<file path="src/sv/tdpt_pkg.sv">
// ----------------------------------------------------------------------------
// tdpt_pkg
// Shared types and constants for the trial-division prime test block.
// ----------------------------------------------------------------------------
`default_nettype none

package tdpt_pkg;

  // width of the result stream data bus (prime flag, zero filled to a byte)
  localparam int OUT_TDATA_W = 8;

  // status returned by the remainder unit to the sequencer
  typedef struct packed {
    logic done;      // one-cycle pulse, remainder is final
    logic rem_zero;  // remainder of the last division is zero
  } tdpt_div_stat_t;

endpackage

`default_nettype wire

</file>
<file path="src/sv/tdpt_divider.sv">
// ----------------------------------------------------------------------------
// tdpt_divider
// Bit-serial restoring remainder unit: one dividend bit per cycle, with one
// shared subtract and compare, one pass over all VALUE_WIDTH bits per division.
// ----------------------------------------------------------------------------
`default_nettype none

module tdpt_divider
  import tdpt_pkg::*;
#(
  parameter int VALUE_WIDTH = 32,
  parameter int DIV_WIDTH   = 17
) (
  input  wire logic                   clk,
  input  wire logic                   rst_n,
  input  wire logic                   start,
  input  wire logic [VALUE_WIDTH-1:0] dividend,
  input  wire logic [DIV_WIDTH-1:0]   divisor,
  output tdpt_div_stat_t              stat
);

  localparam int CW = $clog2(VALUE_WIDTH);

  logic                   run_r, run_nxt;
  logic                   done_r, done_nxt;
  logic [CW-1:0]          cnt_r, cnt_nxt;
  logic [VALUE_WIDTH-1:0] sh_r, sh_nxt;
  logic [DIV_WIDTH-1:0]   rem_r, rem_nxt;
  logic [DIV_WIDTH:0]     trial;
  logic [DIV_WIDTH:0]     diff;

  // shift in next dividend bit and try the subtraction
  assign trial = {rem_r, sh_r[VALUE_WIDTH-1]};
  assign diff  = trial - {1'b0, divisor};

  always_comb begin
    run_nxt  = run_r;
    done_nxt = 1'b0;
    cnt_nxt  = cnt_r;
    sh_nxt   = sh_r;
    rem_nxt  = rem_r;
    if (start) begin
      run_nxt = 1'b1;
      cnt_nxt = '0;
      sh_nxt  = dividend;
      rem_nxt = '0;
    end else if (run_r) begin
      sh_nxt = {sh_r[VALUE_WIDTH-2:0], 1'b0};
      if (trial >= {1'b0, divisor}) begin
        rem_nxt = diff[DIV_WIDTH-1:0];
      end else begin
        rem_nxt = trial[DIV_WIDTH-1:0];
      end
      cnt_nxt = cnt_r + CW'(1);
      if (cnt_r == CW'(VALUE_WIDTH - 1)) begin
        run_nxt  = 1'b0;
        done_nxt = 1'b1;
      end
    end
  end

  // control state
  always_ff @(posedge clk) begin
    if (!rst_n) begin
      run_r  <= 1'b0;
      done_r <= 1'b0;
      cnt_r  <= '0;
    end else begin
      run_r  <= run_nxt;
      done_r <= done_nxt;
      cnt_r  <= cnt_nxt;
    end
  end

  // datapath
  always_ff @(posedge clk) begin
    sh_r  <= sh_nxt;
    rem_r <= rem_nxt;
  end

  assign stat.done     = done_r;
  assign stat.rem_zero = (rem_r == '0);

endmodule

`default_nettype wire
</file>
<file path="config.mk">
export PLATFORM = sky130hd
export DESIGN_NAME = tdpt_divider
export DESIGN_NICKNAME = d
export VERILOG_FILES = /design/src/sv/tdpt_pkg.sv /design/src/sv/tdpt_divider.sv
export SDC_FILE = /design/constraint.sdc
export NUM_CORES = 1
export LEC_CHECK = 0
export ABC_AREA = 1
export BUFFER_PORTS_ARGS = -buffer_cell sky130_fd_sc_hd__buf_4
export CELL_PAD_IN_SITES_DETAIL_PLACEMENT = 1
export CELL_PAD_IN_SITES_GLOBAL_PLACEMENT = 1
export CORE_ASPECT_RATIO = 1.4
export CORE_UTILIZATION = 44
export CTS_CLUSTER_SIZE = 10
export DETAILED_ROUTE_END_ITERATION = 7
export PLACE_DENSITY = 0.9
export SYNTH_ARGS = -nofsm -noshare
export SYNTH_HDL_FRONTEND = slang
export SYNTH_SLANG_ARGS = --single-unit
</file>
<file path="constraint.sdc">
create_clock -name clk -period 2.85 [get_ports clk]
set_input_delay 0.57 -clock clk [delete_from_list [all_inputs] [get_ports clk]]
set_output_delay 0.57 -clock clk [all_outputs]
set_load 0.05 [all_outputs]
</file>
-- Yosys cells after proc, flatten, opt, wreduce, memory -nomap -nowiden
Cells that the tools add are included.
- input bits: 52
- word-level logic and storage cells: 22
- output and inout bits: 2
- register bits: 56
- $add $sub $neg: 2
- bitwise logic cells: 2
- order comparisons: 1
- eq/ne operators: 1
- reductions and logical operators: 4
- multiplexer cells: 7
- operator list (operator ; number):
    $mux 32 ; 2
    $ge 18x17->1 ; 1
    $logic_not 17->1 ; 1
    $mux 17 ; 1
    $sub 17x17->17 ; 1
    $add 5x1->5 const B ; 1
    $eq 5x5->1 const B ; 1
    $mux 1 ; 4
    $reduce_or 3->1 ; 1
    $not 1->1 ; 2
    $reduce_bool 2->1 ; 1
    $reduce_or 2->1 ; 1

-- Logic depth before layout (Yosys ltp)
Gate-level depths: netlist (run 1).
- depth after elaboration: 4
- mapped depth: 14
- mapped depth without buffers: 14

-- Worst setup path after synthesis (run 1)
Ideal clock, no wire load.
- path type: register to output
- from: register rem_r[8]
- to: output port stat[0] (netlist bit)
- arrival: 2108 ps
- stages on the path, launching flop included: 4
- buffers on the path: 0
- required time: 2280 ps
- path slack: 172 ps
- cell sequence: dfxtp_1 -> nor4_1 -> nand3_1 -> nor4_1
- RTL lines (element ; line ; text):
    from (decl) ; tdpt_divider.sv:28 ; logic [DIV_WIDTH-1:0] rem_r, rem_nxt;
    from (signal assigned) ; tdpt_divider.sv:78 ; rem_r <= rem_nxt;
    to (decl) ; tdpt_divider.sv:19 ; output tdpt_div_stat_t stat

-- Worst setup path in the final report (run 1)
- from: input port divisor[14]
- to: register rem_r[0]
- longest elaborated chain between the ends: 2
- RTL lines (element ; line ; text):
    from (decl) ; tdpt_divider.sv:18 ; input wire logic [DIV_WIDTH-1:0] divisor,
    $ge 18x17->1 ; tdpt_divider.sv:49 ; if (trial >= {1'b0, divisor}) begin
    $mux 17 ; tdpt_divider.sv:49 ;
Every way passes these cells.
A chain may end at the register's enable or synchronous reset.

==> flow_summary_export.csv, run 1 <==
group,metric,value,unit
floorplanning,die_area,8870,um2
sta,timing.fmax,433,MHz
floorplanning,core-area,8200,um2
finish,post-route-util,53.1,%
clock_network,cts_sinks,56,
clock_network,cts_setup_buffers,0,
clock_network,clk_path_buf_depth,2,
floorplanning,core.rowCount,39,
sta,finalCritPeriodShare,81.0,%
route,drt_first_pass_iters,4,
power,ir_drop,0.431,mV
synthesis,ys_ff_latch,56,
sta,min_period,2.31,ns
sta,setup_viol_count_final,0,
setup_path,worstSetupPathType,"in -> reg",
sta,setup_tns,0,ns
route,vias,3566,
finish,syn2layout_area_growth,16.4,%
finish,diodes,0,
run_status,outcome,"finished, final reports clean",
sta,fin_skew,0.00788,ns
place,gp_congestion,0.828,
clock_network,root_buffer,"clkbuf_16",
place,portBuffers,53,
route,route.detailed.drc,0,
route,drtAntennaViolNets,0,
route,drt_iter0_drc,125,
clock_network,cts_tree,"yes",
sta,slew_viol_final,0,
sta,worst_pin_slew,0.901,ns
clock_network,postCtsHoldBufs,0,
power,p_leak,2.36,nW
setup_path,cp_common_cell,"nand2_1",
synthesis,yosysMostFrequentCell,"nand2_1",
clock_network,cts_resized,0,
global_route,grt_pass1_wl,17200,um
global_route,antenna_found_initial,0,
floorplanning,die_h,111,um
clock_network,insertion_delay,0.30,ns
worst_hold_path,min-delay-path-class,"reg -> reg",
floorplanning,initial_core_util,45.6,%
sta,hold_viol,0,
power,totalPowerFinal,1.81,mW
route,wl,10200,um
setup_path,path_cells,"buf_4, inv_1, ha_1, nand2_1, inv_2, nand2_1, inv_2, nand2_1, nand2_2, nor2_4, nand2_4, nand2_1, nand3_1, o21ai_0",
synthesis,synthTopCellsByArea,"edfxtp_1 26%, nand2_1 22%, dfxtp_1 13%",
floorplanning,io_pins,54,
power,power_density,415,nW/um2
synthesis,netlist_area,3740,um2
setup_path,crit_fanout,18,
clock_network,cts.htree.levels,2,
sta,slew_headroom,39.8,%
finish,drive_gt1_share,16.0,%
synthesis,syn_inst,538,
global_route,gr-total-overflow,0,
finish,stdcell_count,691,
clock_network,cts.clk_slew.worst_paths,0.07,ns
setup_path,startpoint_type,"primary input",
floorplanning,die_w,79.9,um
synthesis,yosys_warnings,0,
route,vias_per_cell,5.16,
synthesis,synth.top_cells.by_count,"223 x nand2_1, 81 x inv_1, 42 x nand3_1",
synthesis,syn-mean-instance-area,6.95,um2
run,cap_violations,0,
setup_path,critPathMaxStageDelay,0.38,ns
place,dp_hpwl,8000,um
synthesis,synthArstFlopShare,0,%
place,dp.cells,683,
setup_path,arrival,2.53,ns
global_route,grt_max_degree,40,
setup_path,end_kind,"flip-flop",
setup_path,cp.required,3.07,ns
global_route,track_usage,24.7,%
synthesis,synth_edf_count,32,
synthesis,synth_top_area_share,25.7,%
synthesis,synthDistinctLibCells,33,
setup_path,cpMaxStageDelayCell,"nor2_4",
clock_network,cts_buffers,5,
synthesis,ys_seq_area_share,38.6,%
route,wl_per_cell,14.7,um
global_route,grt_pass1_vias,3785,
sta,rsz0062_at_grt,"no",
finish,final_nets,660,
synthesis,ys.flop_type,"edfxtp_1",
synthesis,synth.net_count,610,
synthesis,synth_top_cell_by_area,"edfxtp_1",
## flip-flops by register name (all words and copies together) (netlist names)
signal	cells
done_r	1
cnt_r	5
sh_r	32
rem_r	17
run_r	1
## critical path, delay by kind of cell
kind	cells	cell delay, ns
compound gates	1	0.09
simple gates	8	1.30
fa+ha+maj	1	0.36
buf+inv	4	0.19
## area by class of cell
class	count	area, um2
Fill cell	1089	3850
Clock inverter	2	8.76
Tap cell	102	128
Multi-Input combinational cell	379	1880
Timing Repair Buffer	57	428
Sequential cell	56	1440
Clock buffer	6	129
Inverter	89	334
## final timing paths
kind	start	end	cells after the start	slack, ns
worst max-delay path	divisor[14]	rem_r[0]	14	0.54
worst min-delay path	rem_r[14]	rem_r[14]	2	0.48
worst max register to register	sh_r[31]	rem_r[0]	11	0.57
worst min register to register	rem_r[14]	rem_r[14]	2	0.48
## routing by layer
metal	share of wire (%)	global-route usage [%]	vias up
met5	0	0	-
met2	53	45.1	79
met4	3.9	11.7	0
li1	-	-	1773
met1	40	27.5	1687
met3	2.6	3.05	27
## logic make-up (layout without fill, tap and decap cells)
logic type                 Yosys count  after routing  share of synthesized area (%)
and+or+nand+nor                    326            326                           38.3
buffers and inverters              103            154                           11.1
DFF                                 56             56                           38.6
AOI/OAI and AO/OA                   26             26                           3.58
adders and majority gates           20             20                           6.89
xor gates and xnor gates             7              7                           1.64
## metrics by stage
stage | hold slack, ns | setup WS [ns] | cell area [um2]
after floorplan | 0.442 | 0.172 | 3740
after global placement | 0.455 | 0.355 | 4210
after detailed placement | 0.470 | 0.284 | 4210
after CTS | 0.481 | 0.558 | 4350
after global routing | 0.505 | 0.361 | 4350
final | 0.477 | 0.541 | 4350
## report_power, final
| part | internal (mW) | switching, mW |
|---|---|---|
| combinational | 0.109 | 0.161 |
| sequential | 0.916 | 0.0185 |
| clock | 0.322 | 0.278 |
| total | 1.35 | 0.458 |
## cells in the final DEF (no fill, tap or decap), types with 3 or more instances in the layout
cell type	n
o21ai_0	8
nand2_1	223
inv_1	82
a21oi_1	13
nand3_1	42
nand4_1	3
dfxtp_1	24
nor3_1	3
buf_4	57
o21ai_1	3
nand3_2	9
ha_1	19
edfxtp_1	32
nand3b_1	3
clkbuf_16	5
inv_2	8
nor2_1	23
nand2_2	8
xnor2_1	6
Power figures use the tool's default switching activity.
==> inputs of run 2 (changes only) <==
- CORE_UTILIZATION: 44 -> 37
- PLACE_DENSITY: 0.9 -> 0.81
- clock period: 2.85 -> 2.1 ns (I/O delays scaled with it)
==> run 2 against run 1 <==
Clock skew down 0.0043 ns. Routed wire length is 1.9% lower. Via count rose by 0.98%. First-iteration DRC count down 2.4%. Setup slack got worse by 0.43 ns.
==> flow_summary_export.csv, run 2 (synthesis gave the netlist of run 1 again) <==
group,metric,value,unit
run_status,outcome,"finished, final reports clean",
floorplanning,die_h,121,um
route,wl,10000,um
clock_network,cts.clk_slew.worst_paths,0.08,ns
floorplanning,io_pins,54,
global_route,gr-total-overflow,0,
setup_path,path_cells,"ha_1, a21oi_1, nor2_1, nor2_2, nand2_2, nor2_4, buf_4, nand3_1, nand3_1, o21ai_0",
finish,mostFrequentLayoutCells,"222 x nand2_1, 81 x inv_1, 74 x buf_4",
setup_path,worst-path-buf-inv,1,
route,route.detailed.drc,0,
route,wl_per_cell,13.5,um
clock_network,root_buffer,"clkbuf_16",
run,cap_violations,0,
route,highest_layer,"met4",
route,wl_met2,5460,um
worst_hold_path,min-delay-path-class,"in -> reg",
finish,largest_reg_flops,32,
place,dp.cells,734,
sta,fin_skew,0.00358,ns
floorplanning,die_w,87.0,um
sta,slew_headroom,80.0,%
route,routed-wl-met3,307,um
clock_network,cts_buffers,5,
floorplanning,core-area,9850,um2
route,vias,3601,
clock_network,cts_sinks,56,
worst_hold_path,min_from,"rst_n",
power,ir_drop,0.460,mV
setup_path,critPathLaunch,"rem_r[14]",
place,dp_hpwl,7910,um
power,p_leak,2.48,nW
place,gp_congestion,0.826,
route,drt_iter0_drc,122,
global_route,grt_pass1_wl,17100,um
finish,fill_cells,1274,
clock_network,postCtsHoldBufs,0,
clock_network,insertion_delay,0.30,ns
setup_path,cpMaxStageDelayCell,"dfxtp_1",
finish,reg.largest.list,"sh_r (32), rem_r (17), cnt_r (5)",
finish,drive_gt1_share,19.9,%
finish,multi_input_area,1920,um2
setup_path,worstSetupPathType,"reg -> reg",
finish,final_nets,679,
floorplanning,initial_core_util,38.0,%
sta,rsz0062_at_grt,"yes",
global_route,track_usage,20.8,%
clock_network,cts_tree,"yes",
setup_path,crit_fanout,12,
finish,final_common_cell,"nand2_1",
setup_path,startpoint_type,"flip-flop",
clock_network,clk_path_buf_depth,2,
finish,syn2layout_area_growth,23.2,%
route,drt_first_pass_iters,4,
global_route,antenna_found_initial,0,
power,totalPowerFinal,2.54,mW
setup_path,critPathMaxStageDelay,0.34,ns
finish,stdcell_count,743,
setup_path,end_kind,"flip-flop",
global_route,grt_max_degree,40,
floorplanning,die_area,10500,um2
sta,worst_pin_slew,0.297,ns
finish,regMostFlops,"sh_r",
route,vias_per_cell,4.85,
power,power_density,552,nW/um2
sta,finalCritPeriodShare,94.9,%
setup_path,cp_common_cell,"nand3_1",
route,wl_met1,3920,um
sta,timing.fmax,502,MHz
setup_path,cp.required,2.28,ns
sta,hold_viol,0,
finish,diodes,0,
setup_path,cp_top_family,"simple AND/OR/NAND/NOR gates",
place,portBuffers,53,
sta,setup_tns,0,ns
setup_path,reg2reg_from,"rem_r[14]",
global_route,grt_pass1_vias,3808,
sta,slew_viol_final,0,
floorplanning,core.rowCount,43,
clock_network,cts.htree.levels,2,
setup_path,arrival,2.18,ns
route,drtAntennaViolNets,0,
finish,seq_area,1440,um2
sta,min_period,1.99,ns
sta,setup_viol_count_final,0,
## run 2: worst paths after layout
path          endpoint  slack (ns)  cells past startpoint
min             done_r        0.37                      2
max           rem_r[6]        0.11                     10
min reg2reg  rem_r[15]        0.49                      2
max reg2reg   rem_r[6]        0.11                     10
## run 2: worst reg2reg max path: cells and delay by family, from the launching register on
family	cells	cell delay (ns)
simple gates	6	0.64
flops	1	0.34
compound gates	2	0.34
fa+ha+maj	1	0.33
buf+inv	1	0.23
## run 2: per-layer routing
metal,vias to the layer above,global-route usage [%]
li1,1811,-
met3,19,2.86
met5,-,0
met4,0,8.75
met2,81,39.8
met1,1690,22.1
## run 2: final cells by class
cell class / instances / area share, %
clock inverter: 3 / 0.598
clock buffer: 5 / 2.72
tap: 135 / 3.67
multi-input combinational: 379 / 41.6
inverter: 89 / 7.25
timing repair buffer: 76 / 12.8
sequential: 56 / 31.3
## run 2: power breakdown
part | leakage [nW] | total, mW | switching (mW) | internal [mW]
clock network | 0.0719 | 0.886 | 0.432 | 0.454
logic | 1.88 | 0.389 | 0.219 | 0.170
registers | 0.523 | 1.27 | 0.0243 | 1.24
total | 2.48 | 2.54 | 0.675 | 1.87
## run 2: what timing repair did
action                     CTS  global route
setup endpoints to repair    3            18
pin swaps                    0             0
gates resized for setup      1             8
setup buffers                0             1
## run 2: stage by stage
step	setup slack, ns	hold slack, ns	cell area, um2	util [%]
5_1_grt	-0.0149	0.380	4610	46.8
6_report	0.107	0.367	4610	46.8
3_3_place_gp	0.0202	0.458	4410	44.8
3_5_place_dp	-0.0985	0.478	4410	44.8
2_1_floorplan	0.147	0.442	3740	-
4_1_cts	0.0121	0.367	4570	46.4
